File: config.mk
export PLATFORM = sky130hd
export DESIGN_NAME = tcw_front
export DESIGN_NICKNAME = d
export VERILOG_FILES = /design/src/sv/tcw_pkg.sv /design/src/sv/tcw_front.sv
export SDC_FILE = /design/constraint.sdc
export NUM_CORES = 1
export LEC_CHECK = 0
export BUFFER_PORTS_ARGS = -buffer_cell sky130_fd_sc_hd__buf_2
export CAP_MARGIN = 5
export CORE_ASPECT_RATIO = 0.5
export CORE_MARGIN = 2
export CORE_UTILIZATION = 25
export DETAILED_ROUTE_END_ITERATION = 6
export PLACE_DENSITY = 0.46
export SLEW_MARGIN = 40
export SYNTH_ARGS = -nofsm -noshare
export SYNTH_HDL_FRONTEND = slang
export SYNTH_SLANG_ARGS = --single-unit
File: constraint.sdc
create_clock -name clk -period 6.4 [get_ports clk]
set_clock_uncertainty 0.15 [all_clocks]
set_input_delay 0.64 -clock clk [delete_from_list [all_inputs] [get_ports clk]]
set_output_delay 0.64 -clock clk [all_outputs]
set_load 0.01 [all_outputs]
File: src/sv/tcw_pkg.sv
`timescale 1ns / 1ps
// ----------------------------------------------------------------------------
// tcw_pkg
// Types and constants shared by the text console writer modules.
// ----------------------------------------------------------------------------
package tcw_pkg;

  localparam logic [7:0]  CH_BACKSPACE = 8'd8;
  localparam logic [7:0]  CH_TAB       = 8'd9;
  localparam logic [7:0]  CH_NEWLINE   = 8'd10;
  localparam logic [7:0]  CH_RETURN    = 8'd13;
  localparam logic [7:0]  CH_SPACE     = 8'd32;
  localparam logic [15:0] RESET_CELL   = 16'h0720;
  localparam logic [7:0]  RESET_COLOR  = 8'h07;

  // register index, taken from paddr[2]
  localparam logic [0:0]  REG_TEXT_COLOR = 1'b0;

  typedef struct packed {
    logic       mode;
    logic [7:0] char_code;
    logic [4:0] read_row;
    logic [6:0] read_column;
  } req_t;

  typedef struct packed {
    logic [15:0] cell_entry;
    logic [4:0]  cursor_row;
    logic [6:0]  cursor_column;
  } rsp_t;

  typedef enum logic [2:0] {
    OP_READ,
    OP_PUT,
    OP_NEWLINE,
    OP_RETURN,
    OP_BACKSPACE,
    OP_TAB
  } op_t;

  typedef struct packed {
    op_t        op;
    logic [7:0] char_code;
    logic [4:0] read_row;
    logic [6:0] read_column;
  } cmd_t;

  typedef struct packed {
    logic valid;
    cmd_t cmd;
  } head_t;

  typedef struct packed {
    logic clearing;
  } back_status_t;

  typedef enum logic [2:0] {
    ST_CLEAR,
    ST_EXEC,
    ST_READ_WAIT,
    ST_BLANK,
    ST_OUT
  } state_t;

endpackage

File: src/sv/tcw_front.sv
`timescale 1ns / 1ps
// ----------------------------------------------------------------------------
// tcw_front
// Accepts request transactions, decodes them into commands and queues them
// in a two-entry FIFO for the back end.
// ----------------------------------------------------------------------------
module tcw_front import tcw_pkg::*; (
  input  logic  clk,
  input  logic  rst,
  input  logic  hold,
  input  logic  req_valid,
  output logic  req_stall,
  input  req_t  req,
  input  logic  pop,
  output head_t head
);

  cmd_t       slot [2];
  logic       wr_ptr;
  logic       rd_ptr;
  logic [1:0] count;
  logic       push;
  logic       pop_ok;
  cmd_t       cmd_in;

  always_comb begin
    cmd_in.char_code   = req.char_code;
    cmd_in.read_row    = req.read_row;
    cmd_in.read_column = req.read_column;
    if (req.mode) begin
      cmd_in.op = OP_READ;
    end else begin
      case (req.char_code)
        CH_NEWLINE:   cmd_in.op = OP_NEWLINE;
        CH_RETURN:    cmd_in.op = OP_RETURN;
        CH_BACKSPACE: cmd_in.op = OP_BACKSPACE;
        CH_TAB:       cmd_in.op = OP_TAB;
        default:      cmd_in.op = OP_PUT;
      endcase
    end
  end

  assign req_stall  = hold || (count == 2'd2);
  assign push       = req_valid && !req_stall;
  assign head.valid = (count != 2'd0);
  assign head.cmd   = slot[rd_ptr];
  assign pop_ok     = pop && head.valid;

  always_ff @(posedge clk) begin
    if (rst) begin
      wr_ptr <= 1'b0;
      rd_ptr <= 1'b0;
      count  <= 2'd0;
    end else begin
      if (push) begin
        wr_ptr <= !wr_ptr;
      end
      if (pop_ok) begin
        rd_ptr <= !rd_ptr;
      end
      case ({push, pop_ok})
        2'b10:   count <= count + 2'd1;
        2'b01:   count <= count - 2'd1;
        default: count <= count;
      endcase
    end
  end

  always_ff @(posedge clk) begin
    if (push) begin
      slot[wr_ptr] <= cmd_in;
    end
  end

endmodule

==> metrics.cfg, run 1 <==
[global_routing]
gr-usage-all-layers_pct=8.83
grt_max_degree=24
grt_pass1_vias=1109
antenna_found_initial=0
grt_pass1_wl_um=5400
grt_remaining_overflow=0

[floorplanning]
pin_count=51
core_sq_um=7400
die-area_sq_um=8510
die_h_um=66.2
num_rows=22
start_util_pct=26.1
die_x_um=128

[timing]
slew_headroom_pct=56.9
tightest_slew_ns=0.646
hold_viol_final=0
fin_setup_tns_ns=0
setup_violations=0
fmax_mhz=430
fin_crit_sh_pct=36.4
whs_ns=0.367
period_needed_ns=2.33
slew_violations=0
rsz0062_at_grt=false

[power_and_ir_drop]
power_density_nw_per_um2=350
power.internal_w=0.000640
peakVddDrop_v=0.000124
swShare_pct=25.4
pwr-share-comb_pct=21.2
power_leakage_nw=0.889
switching_power_w=0.000218
clkPwrFrac_pct=28.8
power_frac_seq_pct=50.0

[cells_and_area]
fin_nets=191
nFillCells=731
drive_gt1_share_pct=52.1
utilization_pct=33.2
n_antenna_cell=0
area_growth_pct=26.8

[clock_network]
clockBufferDepth=2
clock-root-buffer=clkbuf_16
insertion_delay_ns=0.28
clkTransAtPathRegs_ns=0.06
cts_sinks=51
postCtsHoldBufs=0
cts_buffers=5
post_cts_buffers=0
cts_resized=0
cts_tree=done
cts-htree-levels=2

[worst_setup_path]
reg2reg_depth=4
crit_end=head[9]
crit_path_top_delay_cell=dfxtp_2
cp_max_fo=23
crit_path_start_kind=flop
r2r-start=count[0]$_SDFFE_PP0P_
reg2reg_slack_ns=4.31
crit_type=reg -> out
path_cells=mux2_2 > buf_2
critPathMaxStageDelay_ns=0.71
cp_data_required_time_ns=5.61
cp.arrival_ns=1.54
r2r_end=slot[0][21]$_DFFE_PP_
cp-end-kind=primary output

[drt]
wire_per_inst_um=13.6
wirelength_um=3560
vias=1064
dr.pass1.iters=4
drc=0
drt_iter0_markers=51
detail-route-antenna-nets=0
vias_per_cell=4.08

[synthesis]
synth_warnings=0
synth_top_cell_area_share_pct=71.4
synth_fp_nets=134
synthTopCellsByArea=edfxtp_1, mux2_2, dfxtp_1
syn_area_per_cell_sq_um=18.1
synth_top_area_cell=edfxtp_1
ys_seq_elements=51
synth_area_sq_um=1940
syn_inst=107
synthDistinctLibCells=20
yosysSeqAreaShare_pct=76.5

[placement]
dp_hpwl_um=2500
place_congestion=0.692
portBuffers=50

[flow_run]
cap_violations=0

[run_status]
outcome=finished, final reports clean

[hold_path]
hp-class=reg -> reg

[routing by layer]
layer | wire length [um] | vias up | share of wire (%) | global-route usage, %
li1 | - | 519 | - | -
met4 | 59 | 0 | 1.7 | 3.71
met1 | 1500 | 523 | 42 | 9.38
met2 | 1920 | 16 | 54 | 16.7
met3 | 86 | 6 | 2.4 | 2.51
met5 | 0 | - | 0 | 0
[final cells by class]
cell class	instances	area [sq um]	area share (%)
clock buffer	7	133	5.40
clock inverter	1	5.00	0.204
inverter	1	3.75	0.153
multi-input combinational	53	445	18.1
sequential	51	1480	60.4
tap	96	120	4.89
timing repair buffer	52	265	10.8
[critical path, delay by kind of cell (launching register included)]
family / cells / cell delay [ns]
flops: 1 / 0.71
mux: 1 / 0.41
buf+inv: 1 / 0.14
[registers in the layout, indices dropped and copies added, names as in the netlist, named ones only]
signal and flops:
count 2, rd_ptr 1, wr_ptr 1, slot 46
[per-stage QoR]
step           total power, W  std cells  area (sq um)  setup slack, ns
2_1_floorplan        0.000549        107          1940             3.99
6_report             0.000858        261          2450             4.07
4_1_cts              0.000874        261          2450             4.02
3_5_place_dp         0.000623        253          2320             4.00
5_1_grt              0.000903        261          2450             3.96
3_3_place_gp         0.000621        253          2320             3.96
[synth_stat cells, drive strengths merged]
| library cell | number |
|---|---|
| inv | 1 |
| nand3b | 3 |
| or2 | 1 |
| o21ai | 1 |
| nor2 | 9 |
| a31oi | 1 |
| or3 | 1 |
| nand2b | 2 |
| mux2 | 24 |
| ha | 1 |
| nand2 | 1 |
| dfxtp | 5 |
| xor2 | 1 |
| o21a | 1 |
| edfxtp | 46 |
| a21oi | 2 |
| nor3 | 1 |
| xnor2 | 2 |
| nor4 | 2 |
| buf | 2 |
[power groups by stage]
stage	logic (W)	clock network (W)	registers (W)
after detailed placement	0.000185	0	0.000438
after CTS	0.000186	0.000257	0.000431
after global routing	0.000198	0.000269	0.000436
after global placement	0.000186	0	0.000436
after floorplan	0.000135	0	0.000414
final	0.000182	0.000247	0.000429
[worst min path at each step]
| stage | cells after the start | start | to |
|---|---|---|---|
| 2_1_floorplan | 2 | count[1]$_SDFFE_PP0P_ | count[1]$_SDFFE_PP0P_ |
| 3_3_place_gp | 2 | rd_ptr$_SDFFE_PP0P_ | rd_ptr$_SDFFE_PP0P_ |
| 3_5_place_dp | 2 | rd_ptr$_SDFFE_PP0P_ | flop |
| 4_1_cts | 2 | rd_ptr$_SDFFE_PP0P_ | flop |
| 5_1_grt | 1 | req[7] | slot[0][7]$_DFFE_PP_ |
| 6_report | 2 | rd_ptr$_SDFFE_PP0P_ | flop |
[kinds of logic after synthesis]
logic type,after synthesis,share of synthesized area (%)
flops,51,76.5
mux,24,14.0
simple gates,20,5.30
compound gates,5,1.49
xor+xnor,3,1.36
buf+inv,3,0.711
fa+ha+maj,1,0.646
[cell usage in the layout, fill, tap and decap left out, drive strengths merged, types with 2 or more instances in the layout]
cell type	synthesis	layout
dfxtp	5	5
buf	2	52
nor4	2	2
xnor2	2	2
clkbuf	0	7
nand2b	2	2
a21oi	2	2
mux2	24	24
edfxtp	46	46
nand3b	3	3
nor2	9	9
No activity file was read; power rests on OpenSTA's default activity.
==> run 2: changes to the inputs <==
--- a/config.mk
+++ b/config.mk
@@ -5,6 +5,7 @@
 export SDC_FILE = /design/constraint.sdc
 export NUM_CORES = 1
 export LEC_CHECK = 0
+export ABC_AREA = 1
 export BUFFER_PORTS_ARGS = -buffer_cell sky130_fd_sc_hd__buf_2
 export CAP_MARGIN = 5
 export CORE_ASPECT_RATIO = 0.5
==> constraint.sdc (replaced) <==
create_clock -name clk -period 2.2 [get_ports clk]
set_clock_uncertainty 0.15 [all_clocks]
set_input_delay 0.22 -clock clk [delete_from_list [all_inputs] [get_ports clk]]
set_output_delay 0.22 -clock clk [all_outputs]
set_load 0.01 [all_outputs]
==> run 2 against run 1 <==
Compared with the run above:
- synthesized cell count grew 20%
- critical endpoint is now head[5]
- hold slack lost 0.36 ns
- combinational power grew 96%
- highest routed layer unchanged
- largest power group unchanged
==> metrics.cfg, run 2 <==
[global_routing]
grt_pass1_wl_um=5510
grt_max_degree=24
grt_remaining_overflow=0
antenna_found_initial=0
grt_pass1_vias=1217
gr-usage-all-layers_pct=8.38

[timing]
hold_viol_final=0
fin_crit_sh_pct=84.4
setup_violations=0
period_needed_ns=1.86
fin_setup_tns_ns=0
slew_violations=0
slew_headroom_pct=74.2
fmax_mhz=538
rsz0062_at_grt=false
tightest_slew_ns=0.386
whs_ns=0.0113

[cells_and_area]
multi_input_comb_area_sq_um=500
n_antenna_cell=0
drive_gt1_share_pct=43.9
mostFrequentLayoutCells=buf_2, edfxtp_1, dlygate4sd3_1
fin_nets=231
register_area_sq_um=1480
largest_reg_flops=46
nFillCells=797
top_regs=slot x46, count x2
area_growth_pct=36.1
fin_area_sq_um=2790
layout_commonest_cell=buf_2
largest-register=slot

[clock_network]
cts_resized=0
clockBufferDepth=2
cts-htree-levels=2
cts_buffers=5
cts_tree=done
clock-root-buffer=clkbuf_16
insertion_delay_ns=0.28
cts_sinks=51
clkTransAtPathRegs_ns=0.06

[synthesis]
synth_top_cell_area_share_pct=67.5
synth_warnings=0
synthTopCellsByArea=edfxtp_1, mux2_4, mux2_2
synth_top_area_cell=edfxtp_1
synth_ff_type=edfxtp_1
yosysSeqAreaShare_pct=72.4
syn_inst=128
ys_seq_elements=51
synth_area_sq_um=2050
synth_top_cells_by_count=edfxtp_1, nand2_1, mux2_2
synth-edff-count=46
synthDistinctLibCells=20
async_reset_ff_share_pct=0
yosysMostFrequentCell=edfxtp_1
synth_fp_nets=155
syn_area_per_cell_sq_um=16.0

[worst_setup_path]
cp.arrival_ns=1.49
crit_path_start_kind=flop
crit_type=reg -> out
cp_data_required_time_ns=1.83
cp-end-kind=primary output
cp_max_fo=23

[placement]
place_congestion=0.723
dp_hpwl_um=2360
place_area_sq_um=2450
portBuffers=50

[floorplanning]
die-area_sq_um=8970
die_h_um=68.0
num_rows=23
die_x_um=132
pin_count=51
core_sq_um=7970
start_util_pct=25.7

[run_status]
outcome=finished, final reports clean

[drt]
wirelength_um=3560
drc=0
detail-route-antenna-nets=0
wire_per_inst_um=11.2
vias=1222
drt_iter0_markers=36
dr.pass1.iters=2
vias_per_cell=3.85

[power_and_ir_drop]
power_leakage_nw=1.10
power_density_nw_per_um2=841
peakVddDrop_v=0.000305

[flow_run]
cap_violations=0

[hold_path]
hp-class=in -> reg

run 2: per-stage QoR:
step / util (%) / cells / setup WS, ns / total power [W]
after floorplan: - / 128 / 0.0737 / 0.00137
final: 34.9 / 317 / 0.343 / 0.00234
after global placement: 30.7 / 292 / 0.636 / 0.00148
after detailed placement: 30.7 / 292 / 0.620 / 0.00149
after global routing: 34.9 / 317 / 0.262 / 0.00245
after CTS: 34.9 / 317 / 0.315 / 0.00238
run 2: where the power goes:
part	switching [W]	leakage [nW]	internal, W
sequential	0.0000172	0.467	0.00111
clock	0.000322	0.0818	0.000536
combinational	0.000177	0.554	0.000180
total	0.000516	1.10	0.00183
run 2: final timing paths:
kind	from	slack (ns)	to	cells after the start
worst max-delay path	flop	0.34	head[5]	3
worst min-delay path	req[13]	0.01	slot[0][13]$_DFFE_PP_	1
worst max register to register	count[0]$_SDFFE_PP0P_	0.61	count[1]$_SDFFE_PP0P_	8
worst min register to register	count[0]$_SDFFE_PP0P_	0.39	count[0]$_SDFFE_PP0P_	2
run 2: worst max-delay path, cell delays in order (launching register included):
cell and delay (ns):
dfxtp_1 0.30, buf_4 0.35, mux2_2 0.40, buf_2 0.15
run 2: repair_timing:
item                                    CTS  global route
hold endpoints to repair                 34             0
setup buffers                             0             0
endpoints found under the setup margin    0             0
hold buffers                             17             0
run 2: cell type report:
class	count	area share [%]
inverter	12	1.62
multi-input combinational	63	18.0
clock inverter	3	1.53
timing repair buffer	71	16.2
tap	112	5.03
sequential	51	53.2
clock buffer	5	4.49
run 2: cells by family (layout without fill, tap and decap cells):
| kind of cell | after synthesis | count (layout) | synth area share, % |
|---|---|---|---|
| flops | 51 | 51 | 72.4 |
| simple gates | 34 | 34 | 7.76 |
| mux | 23 | 23 | 14.5 |
| buf+inv | 14 | 91 | 3.30 |
| compound gates | 5 | 5 | 1.47 |
| fa+ha+maj | 1 | 1 | 0.611 |
run 2: layer usage:
layer / vias to the layer above / wire, um / GRT usage, %
li1: 613 / - / -
met1: 587 / 1450 / 8.04
met2: 15 / 1910 / 15.8
met3: 7 / 122 / 3.11
met4: 0 / 77 / 5.71
met5: - / 0 / 0
